## config.mk

```make
export PLATFORM = sky130hd
export DESIGN_NAME = gapped_exchange_sort_with_counts
export DESIGN_NICKNAME = d
export VERILOG_FILES = /design/src/gesc_pkg.sv /design/src/gapped_exchange_sort_with_counts.sv /design/src/gesc_store.sv /design/src/gesc_seq.sv
export SDC_FILE = /design/constraint.sdc
export NUM_CORES = 2
export LEC_CHECK = 0
export BUFFER_PORTS_ARGS = -buffer_cell sky130_fd_sc_hd__buf_2
export CORE_ASPECT_RATIO = 0.9
export CORE_UTILIZATION = 35
export CTS_BUF_LIST = sky130_fd_sc_hd__clkbuf_16
export DETAILED_ROUTE_END_ITERATION = 7
export GPL_TIMING_DRIVEN = 0
export PLACE_DENSITY_LB_ADDON = 0.08
export SLEW_MARGIN = 20
export SYNTH_ARGS = -nofsm -noshare
export SYNTH_HDL_FRONTEND = slang
export SYNTH_SLANG_ARGS = --single-unit
```

## constraint.sdc

```tcl
create_clock -name clk -period 7.85 [get_ports clk]
set_clock_uncertainty 0.15 [all_clocks]
set_input_delay 0.785 -clock clk [delete_from_list [all_inputs] [get_ports clk]]
set_output_delay 0.785 -clock clk [all_outputs]
set_load 0.01 [all_outputs]
```

## src/gesc_pkg.sv

```systemverilog
package gesc_pkg;

  localparam int MAX_ELEMENTS_DEF  = 64;
  localparam int ELEMENT_WIDTH_DEF = 32;
  localparam int CNT_W             = 16;

  typedef enum logic [2:0] {
    ST_IDLE,
    ST_READ,
    ST_CMP,
    ST_WR2,
    ST_EMIT,
    ST_DONE
  } gesc_state_t;

  typedef struct packed {
    logic wr_en;
    logic rd_en;
  } gesc_mem_ctl_t;

endpackage

```

## src/gapped_exchange_sort_with_counts.sv

```systemverilog
// Load: one element beat per cycle; busy stays low until the closing beat.
// Sort: each pair steps through READ and CMP, and WR2 too when it swaps (one
// write port, the two halves of a swap go in on separate cycles); a pass ends
// on a READ with no pair. Emit: results run back to back; idle right after.
// Throughput is one set at a time; the receiver cannot stall the strobe.
// Reset (sync, active low) clears control and totals; store contents undefined.
module gapped_exchange_sort_with_counts #(
  parameter int MAX_ELEMENTS  = gesc_pkg::MAX_ELEMENTS_DEF,
  parameter int ELEMENT_WIDTH = gesc_pkg::ELEMENT_WIDTH_DEF
) (
  input  logic                              clk,
  input  logic                              rst_n,
  input  logic                              start,
  output logic                              busy,
  input  logic signed [ELEMENT_WIDTH-1:0]   in_element,
  input  logic                              in_last_element,
  output logic                              out_valid,
  output logic signed [ELEMENT_WIDTH-1:0]   out_sorted_value,
  output logic                              out_final_value,
  output logic [gesc_pkg::CNT_W-1:0]        out_exchange_total,
  output logic [gesc_pkg::CNT_W-1:0]        out_comparison_total,
  output logic                              out_overflow_flag
);

  localparam int AW = $clog2(MAX_ELEMENTS);
  localparam int CW = $clog2(MAX_ELEMENTS + 1);

  gesc_pkg::gesc_mem_ctl_t  mem_ctl;
  logic [AW-1:0]            waddr, raddr_a, raddr_b;
  logic [ELEMENT_WIDTH-1:0] wdata, rdata_a, rdata_b;

  gesc_store #(
    .DW    (ELEMENT_WIDTH),
    .DEPTH (MAX_ELEMENTS),
    .AW    (AW)
  ) u_store (
    .clk     (clk),
    .ctl     (mem_ctl),
    .waddr   (waddr),
    .wdata   (wdata),
    .raddr_a (raddr_a),
    .raddr_b (raddr_b),
    .rdata_a (rdata_a),
    .rdata_b (rdata_b)
  );

  gesc_seq #(
    .MAX_ELEMENTS  (MAX_ELEMENTS),
    .ELEMENT_WIDTH (ELEMENT_WIDTH),
    .AW            (AW),
    .CW            (CW)
  ) u_seq (
    .clk             (clk),
    .rst_n           (rst_n),
    .start           (start),
    .in_element      (in_element),
    .in_last_element (in_last_element),
    .busy            (busy),
    .mem_ctl         (mem_ctl),
    .waddr           (waddr),
    .wdata           (wdata),
    .raddr_a         (raddr_a),
    .raddr_b         (raddr_b),
    .rdata_a         (rdata_a),
    .rdata_b         (rdata_b),
    .emit_valid      (out_valid),
    .emit_last       (out_final_value),
    .exch_total      (out_exchange_total),
    .comp_total      (out_comparison_total),
    .dropped         (out_overflow_flag)
  );

  assign out_sorted_value = rdata_a;

endmodule

```

## src/gesc_store.sv

```systemverilog
module gesc_store #(
  parameter int DW    = gesc_pkg::ELEMENT_WIDTH_DEF,
  parameter int DEPTH = gesc_pkg::MAX_ELEMENTS_DEF,
  parameter int AW    = $clog2(DEPTH)
) (
  input  logic                   clk,
  input  gesc_pkg::gesc_mem_ctl_t ctl,
  input  logic [AW-1:0]          waddr,
  input  logic [DW-1:0]          wdata,
  input  logic [AW-1:0]          raddr_a,
  input  logic [AW-1:0]          raddr_b,
  output logic [DW-1:0]          rdata_a,
  output logic [DW-1:0]          rdata_b
);

  logic [DW-1:0] mem [DEPTH];

  always_ff @(posedge clk) begin
    if (ctl.wr_en) begin
      mem[waddr] <= wdata;
    end
  end

  // read data holds while rd_en is low, so a pair stays put across a swap
  always_ff @(posedge clk) begin
    if (ctl.rd_en) begin
      rdata_a <= mem[raddr_a];
      rdata_b <= mem[raddr_b];
    end
  end

endmodule

```

## src/gesc_seq.sv

```systemverilog
module gesc_seq #(
  parameter int MAX_ELEMENTS  = gesc_pkg::MAX_ELEMENTS_DEF,
  parameter int ELEMENT_WIDTH = gesc_pkg::ELEMENT_WIDTH_DEF,
  parameter int AW            = $clog2(MAX_ELEMENTS),
  parameter int CW            = $clog2(MAX_ELEMENTS + 1)
) (
  input  logic                        clk,
  input  logic                        rst_n,
  input  logic                        start,
  input  logic [ELEMENT_WIDTH-1:0]    in_element,
  input  logic                        in_last_element,
  output logic                        busy,
  output gesc_pkg::gesc_mem_ctl_t     mem_ctl,
  output logic [AW-1:0]               waddr,
  output logic [ELEMENT_WIDTH-1:0]    wdata,
  output logic [AW-1:0]               raddr_a,
  output logic [AW-1:0]               raddr_b,
  input  logic [ELEMENT_WIDTH-1:0]    rdata_a,
  input  logic [ELEMENT_WIDTH-1:0]    rdata_b,
  output logic                        emit_valid,
  output logic                        emit_last,
  output logic [gesc_pkg::CNT_W-1:0]  exch_total,
  output logic [gesc_pkg::CNT_W-1:0]  comp_total,
  output logic                        dropped
);

  localparam int GW = CW - 1;

  gesc_pkg::gesc_state_t state_r, state_nxt;

  logic [CW-1:0]              count_r, count_nxt;
  logic [GW-1:0]              gap_r, gap_nxt;
  logic [CW-1:0]              idx_r, idx_nxt;
  logic                       swap_r, swap_nxt;
  logic [gesc_pkg::CNT_W-1:0] exch_r, exch_nxt;
  logic [gesc_pkg::CNT_W-1:0] comp_r, comp_nxt;
  logic                       drop_r, drop_nxt;
  logic                       emit_pend_r, emit_pend_nxt;
  logic                       emit_last_r, emit_last_nxt;

  logic [CW:0]   pair_sum;
  logic          pair_ok;
  logic          full;
  logic [CW-1:0] cnt_after;
  logic          greater;

  assign pair_sum  = {1'b0, idx_r} + (CW + 1)'(gap_r);
  assign pair_ok   = pair_sum < {1'b0, count_r};
  assign full      = count_r == CW'(MAX_ELEMENTS);
  assign cnt_after = full ? count_r : count_r + CW'(1);
  assign greater   = $signed(rdata_a) > $signed(rdata_b);

  assign raddr_a = idx_r[AW-1:0];
  assign raddr_b = pair_sum[AW-1:0];

  always_ff @(posedge clk) begin
    if (!rst_n) begin
      state_r     <= gesc_pkg::ST_IDLE;
      count_r     <= '0;
      gap_r       <= '0;
      idx_r       <= '0;
      swap_r      <= 1'b0;
      exch_r      <= '0;
      comp_r      <= '0;
      drop_r      <= 1'b0;
      emit_pend_r <= 1'b0;
      emit_last_r <= 1'b0;
    end else begin
      state_r     <= state_nxt;
      count_r     <= count_nxt;
      gap_r       <= gap_nxt;
      idx_r       <= idx_nxt;
      swap_r      <= swap_nxt;
      exch_r      <= exch_nxt;
      comp_r      <= comp_nxt;
      drop_r      <= drop_nxt;
      emit_pend_r <= emit_pend_nxt;
      emit_last_r <= emit_last_nxt;
    end
  end

  always_comb begin
    state_nxt     = state_r;
    count_nxt     = count_r;
    gap_nxt       = gap_r;
    idx_nxt       = idx_r;
    swap_nxt      = swap_r;
    exch_nxt      = exch_r;
    comp_nxt      = comp_r;
    drop_nxt      = drop_r;
    emit_pend_nxt = 1'b0;
    emit_last_nxt = emit_last_r;
    mem_ctl       = '0;
    waddr         = idx_r[AW-1:0];
    wdata         = rdata_b;

    unique case (state_r)
      gesc_pkg::ST_IDLE: begin
        if (start) begin
          if (!full) begin
            mem_ctl.wr_en = 1'b1;
            waddr         = count_r[AW-1:0];
            wdata         = in_element;
            count_nxt     = cnt_after;
          end else begin
            drop_nxt = 1'b1;
          end
          if (in_last_element) begin
            gap_nxt   = cnt_after[CW-1:1];
            idx_nxt   = '0;
            swap_nxt  = 1'b0;
            state_nxt = gesc_pkg::ST_READ;
          end
        end
      end
      gesc_pkg::ST_READ: begin
        if (pair_ok) begin
          mem_ctl.rd_en = 1'b1;
          state_nxt     = gesc_pkg::ST_CMP;
        end else begin
          // end of a pass: repeat on a swap, else halve the gap, or emit once it would be 0
          idx_nxt  = '0;
          swap_nxt = 1'b0;
          if (!swap_r) begin
            if ((gap_r >> 1) == '0) begin
              state_nxt = gesc_pkg::ST_EMIT;
            end else begin
              gap_nxt = gap_r >> 1;
            end
          end
        end
      end
      gesc_pkg::ST_CMP: begin
        comp_nxt = (comp_r == '1) ? comp_r : comp_r + gesc_pkg::CNT_W'(1);
        if (greater) begin
          mem_ctl.wr_en = 1'b1;
          waddr         = idx_r[AW-1:0];
          wdata         = rdata_b;
          exch_nxt      = (exch_r == '1) ? exch_r : exch_r + gesc_pkg::CNT_W'(1);
          swap_nxt      = 1'b1;
          state_nxt     = gesc_pkg::ST_WR2;
        end else begin
          idx_nxt   = idx_r + CW'(1);
          state_nxt = gesc_pkg::ST_READ;
        end
      end
      gesc_pkg::ST_WR2: begin
        mem_ctl.wr_en = 1'b1;
        waddr         = pair_sum[AW-1:0];
        wdata         = rdata_a;
        idx_nxt       = idx_r + CW'(1);
        state_nxt     = gesc_pkg::ST_READ;
      end
      gesc_pkg::ST_EMIT: begin
        mem_ctl.rd_en = 1'b1;
        emit_pend_nxt = 1'b1;
        emit_last_nxt = idx_r == count_r - CW'(1);
        if (idx_r == count_r - CW'(1)) begin
          state_nxt = gesc_pkg::ST_DONE;
        end else begin
          idx_nxt = idx_r + CW'(1);
        end
      end
      gesc_pkg::ST_DONE: begin
        // last beat is on the ports this cycle; totals clear behind it
        count_nxt = '0;
        gap_nxt   = '0;
        idx_nxt   = '0;
        swap_nxt  = 1'b0;
        exch_nxt  = '0;
        comp_nxt  = '0;
        drop_nxt  = 1'b0;
        state_nxt = gesc_pkg::ST_IDLE;
      end
      default: begin
        state_nxt = gesc_pkg::ST_IDLE;
      end
    endcase
  end

  assign busy       = state_r != gesc_pkg::ST_IDLE;
  assign emit_valid = emit_pend_r;
  assign emit_last  = emit_last_r;
  assign exch_total = exch_r;
  assign comp_total = comp_r;
  assign dropped    = drop_r;

endmodule

```

==> results.txt <==
Status: finished clean
GPL Wtd Cong: 0.921
Initial antenna violation count: 12
CTS HTree Levels: 4
Slew margin rel.: 9.39%
PwrDens: 266 nW/µm²
Distinct cells, synth: 69
Placed insts: 8,858
Number of buffers created by CTS: 247
Commonest non-fill, non-tap cell in the layout: edfxtp_1
First-pass GRT wire length: 563,000 µm
Post-CTS Hold Fix Bufs: 0
Global-route track usage on met1: 42.2%
Met2 usage: 44.2%
NumNets Final: 5,434
CTS Buffer Depth: 4
Worst Setup Start Kind: flip-flop
Final WL: 433,000 µm
Setup TNS: 0 ns
Post-CTS Resized: 0
Arrival time at the worst endpoint: 7.16 ns
Post-synthesis adder-cell area fraction: 0.629%
Setup Fix Bufs, Post-CTS: 0
Fin cells: 9,317
Gr usage total: 29.7%
Worst EP required: 8.30 ns
Initial Util: 35.2%
Final period util: 85.5%
Die Y-Extent: 511 µm
Cell Area, Synth: 101,000 µm²
Root Buffer: clkbuf_16
Ys async rst share: 0%
Mux cell area share after synthesis: 30.1%
Sequential share of the synthesized area: 64.2%
Pins Over Slew Limit: 0
Fmax: 149 MHz
Simple logic cell fraction of the synthesized area: 1.76%
RSZ-0062 raised after global routing: no
Clock sink count: 2,171
Pin count of the biggest net entering global routing: 65
Routed Antenna Nets: 0
Syn avg cell area: 22.2 µm²
Number of global-route vias before repair: 58,400
Ports: 104
Min Tclk post-route: 6.71 ns
Fill cells: 24,800
Largest family of logic cells by synthesized area: multiplexers
Final Hold Viols: 0
Maximum VDD drop: 222 µV
Die span in x: 567 µm
Met3 Use GR: 6.46%
Busiest grt layer: met2
Post-synth EDFFs: 2,112
Drt pass-1 iters: 7
Rows: 186
DIE AREA: 290,000 µm²
Core area: 286,000 µm²
Drt drc: 0
Final setup vio count: 0
Main synth FF type: edfxtp_1
Layout cells sized above 1: 47.7%
Max-cap violations: 0
Clock-pin slew on the worst setup and hold paths: 0.06 ns
Total number of vias: 60,200
Tightest Hold Check Type: input pin to flip-flop
Tightest Pin Transition: 1.36 ns
Hpwl dp: 324,000 µm
DR vias/cell: 6.47
Initial DRC count: 10,000
Routed WL per cell: 46.4 µm
Synthesis-stage register bit count: 2,171
Worst Setup Path Type: flip-flop to flip-flop
Net Count, Synth: 4,613
Endpoint class of the critical path: flip-flop
Syn. warnings: 0
P_leak: 37.4 nW
CTS tree: yes
Crit Path Max Fanout: 10
Worst-skew pair later-pin latency: 0.95 ns
Port Buffer Count: 103
Post-synthesis compound-gate area fraction: 1.34%
Most frequent cells in the layout: edfxtp_1, mux4_2, buf_4, clkbuf_16, buf_2
Area Growth Syn to Fin: 18.9%
Synth Instances: 4,527
Overflow after GRT: 0
Post-Synth XOR/XNOR Area: 0.331%
[cells in the mapped netlist, types with 5 or more instances]
master / number / share of area (%)
o21a_1: 5 / 0.037
mux4_2: 1334 / 30
ha_1: 49 / 0.61
mux2i_1: 12 / 0.12
nor3_1: 86 / 0.43
edfxtp_1: 2112 / 63
a22oi_1: 6 / 0.045
a21oi_1: 41 / 0.20
o211a_1: 6 / 0.060
and3_1: 12 / 0.075
inv_1: 50 / 0.19
buf_2: 99 / 0.49
a21o_1: 5 / 0.037
nand3_1: 24 / 0.12
xor2_1: 17 / 0.15
xnor2_1: 21 / 0.18
mux2_2: 10 / 0.11
nor3_2: 16 / 0.16
nor2_1: 48 / 0.18
and4_1: 7 / 0.061
nand4_1: 14 / 0.087
nor2b_1: 7 / 0.044
a31oi_1: 5 / 0.031
nand2_1: 58 / 0.22
o21ai_0: 41 / 0.20
clkbuf_1: 217 / 0.81
buf_1: 31 / 0.12
or3_1: 18 / 0.11
o311ai_0: 5 / 0.044
and2_1: 8 / 0.050
a221o_1: 35 / 0.35
nand3b_1: 9 / 0.067
dfxtp_1: 59 / 1.2
[layout make-up]
| type | instances | area [µm²] | area share, % |
|---|---|---|---|
| repair buffers | 572 | 5620 | 4.70 |
| plain buffers | 348 | 1650 | 1.38 |
| clock inverters | 198 | 1630 | 1.36 |
| clock buffers | 249 | 6230 | 5.21 |
| flip-flops and latches | 2171 | 64600 | 54.0 |
| diodes | 11 | 27.5 | 0.0230 |
| multi-input cells | 1958 | 35000 | 29.2 |
| well taps | 3760 | 4700 | 3.93 |
| inverters | 50 | 188 | 0.157 |
[registers in the layout, summed over array words and instances, names as in the netlist]
signal	flops
u_seq.comp_total	16
u_seq.count_r	7
u_seq.dropped	1
u_seq.emit_last	1
u_seq.emit_valid	1
u_seq.exch_total	16
u_seq.gap_r	6
u_seq.idx_r	7
u_seq.state_r	3
u_seq.swap_r	1
u_store.mem	2048
u_store.rdata_a	32
u_store.rdata_b	32
[worst paths after layout]
check                         startpoint                                end  slack [ns]  cells past startpoint
min                                rst_n  u_seq.exch_total[15]$_SDFFE_PN0P_        0.21                      3
min reg2reg   u_seq.dropped$_SDFFE_PN0P_         u_seq.dropped$_SDFFE_PN0P_        0.32                      2
max          u_seq.idx_r[0]$_SDFFE_PN0P_        u_store.mem[8][9]$_DFFE_PP_        1.14                     13
max reg2reg  u_seq.idx_r[0]$_SDFFE_PN0P_        u_store.mem[8][9]$_DFFE_PP_        1.14                     13
[report_power, final]
| part | internal (W) | switching (W) | total [W] |
|---|---|---|---|
| combinational | 0.00242 | 0.00411 | 0.00653 |
| clock | 0.00659 | 0.00494 | 0.0115 |
| sequential | 0.0136 | 0.000121 | 0.0137 |
[metrics by stage]
stage                     instance area, µm²  total power (W)  setup slack [ns]  util, %  hold slack (ns)
after CTS                             120000           0.0319              1.33     41.9            0.176
after global placement                106000           0.0202             -5.82     37.1            0.296
after floorplan                       101000           0.0174             0.648        -            0.326
final                                 120000           0.0318              1.14     41.9            0.213
after global routing                  120000           0.0324              1.08     41.9            0.249
after detailed placement              112000           0.0204              1.34     39.1            0.316
[cell families (layout without fill, tap and decap cells)]
| logic type | count (synthesis) | after routing |
|---|---|---|
| adder cells (fa/ha/maj) | 50 | 50 |
| buffers and inverters | 398 | 1417 |
| multiplexers | 1356 | 1356 |
| AO/OA/AOI/OAI | 186 | 186 |
| AND/OR/NAND/NOR | 328 | 328 |
| XOR/XNOR | 38 | 38 |
| other | 0 | 11 |
| flip-flops | 2171 | 2171 |
[critical path: stages (launching register included)]
cell and delay, ns:
dfxtp_1 0.34, ha_1 0.25, fa_1 0.41, xnor2_1 0.88, clkbuf_2 0.76, buf_2 0.61
nor2_1 0.11, a221oi_1 0.47, nand3_1 0.62, nor3_2 0.78, buf_4 0.33, buf_4 0.24
buf_6 0.18, buf_4 0.21
[metal layers]
layer	vias to the layer above	wire (µm)
li1	22000	-
met1	33700	179000
met2	3861	190000
met3	704	41100
met4	6	21900
met5	-	80
Note: power is estimated with default switching activity, not from simulation.
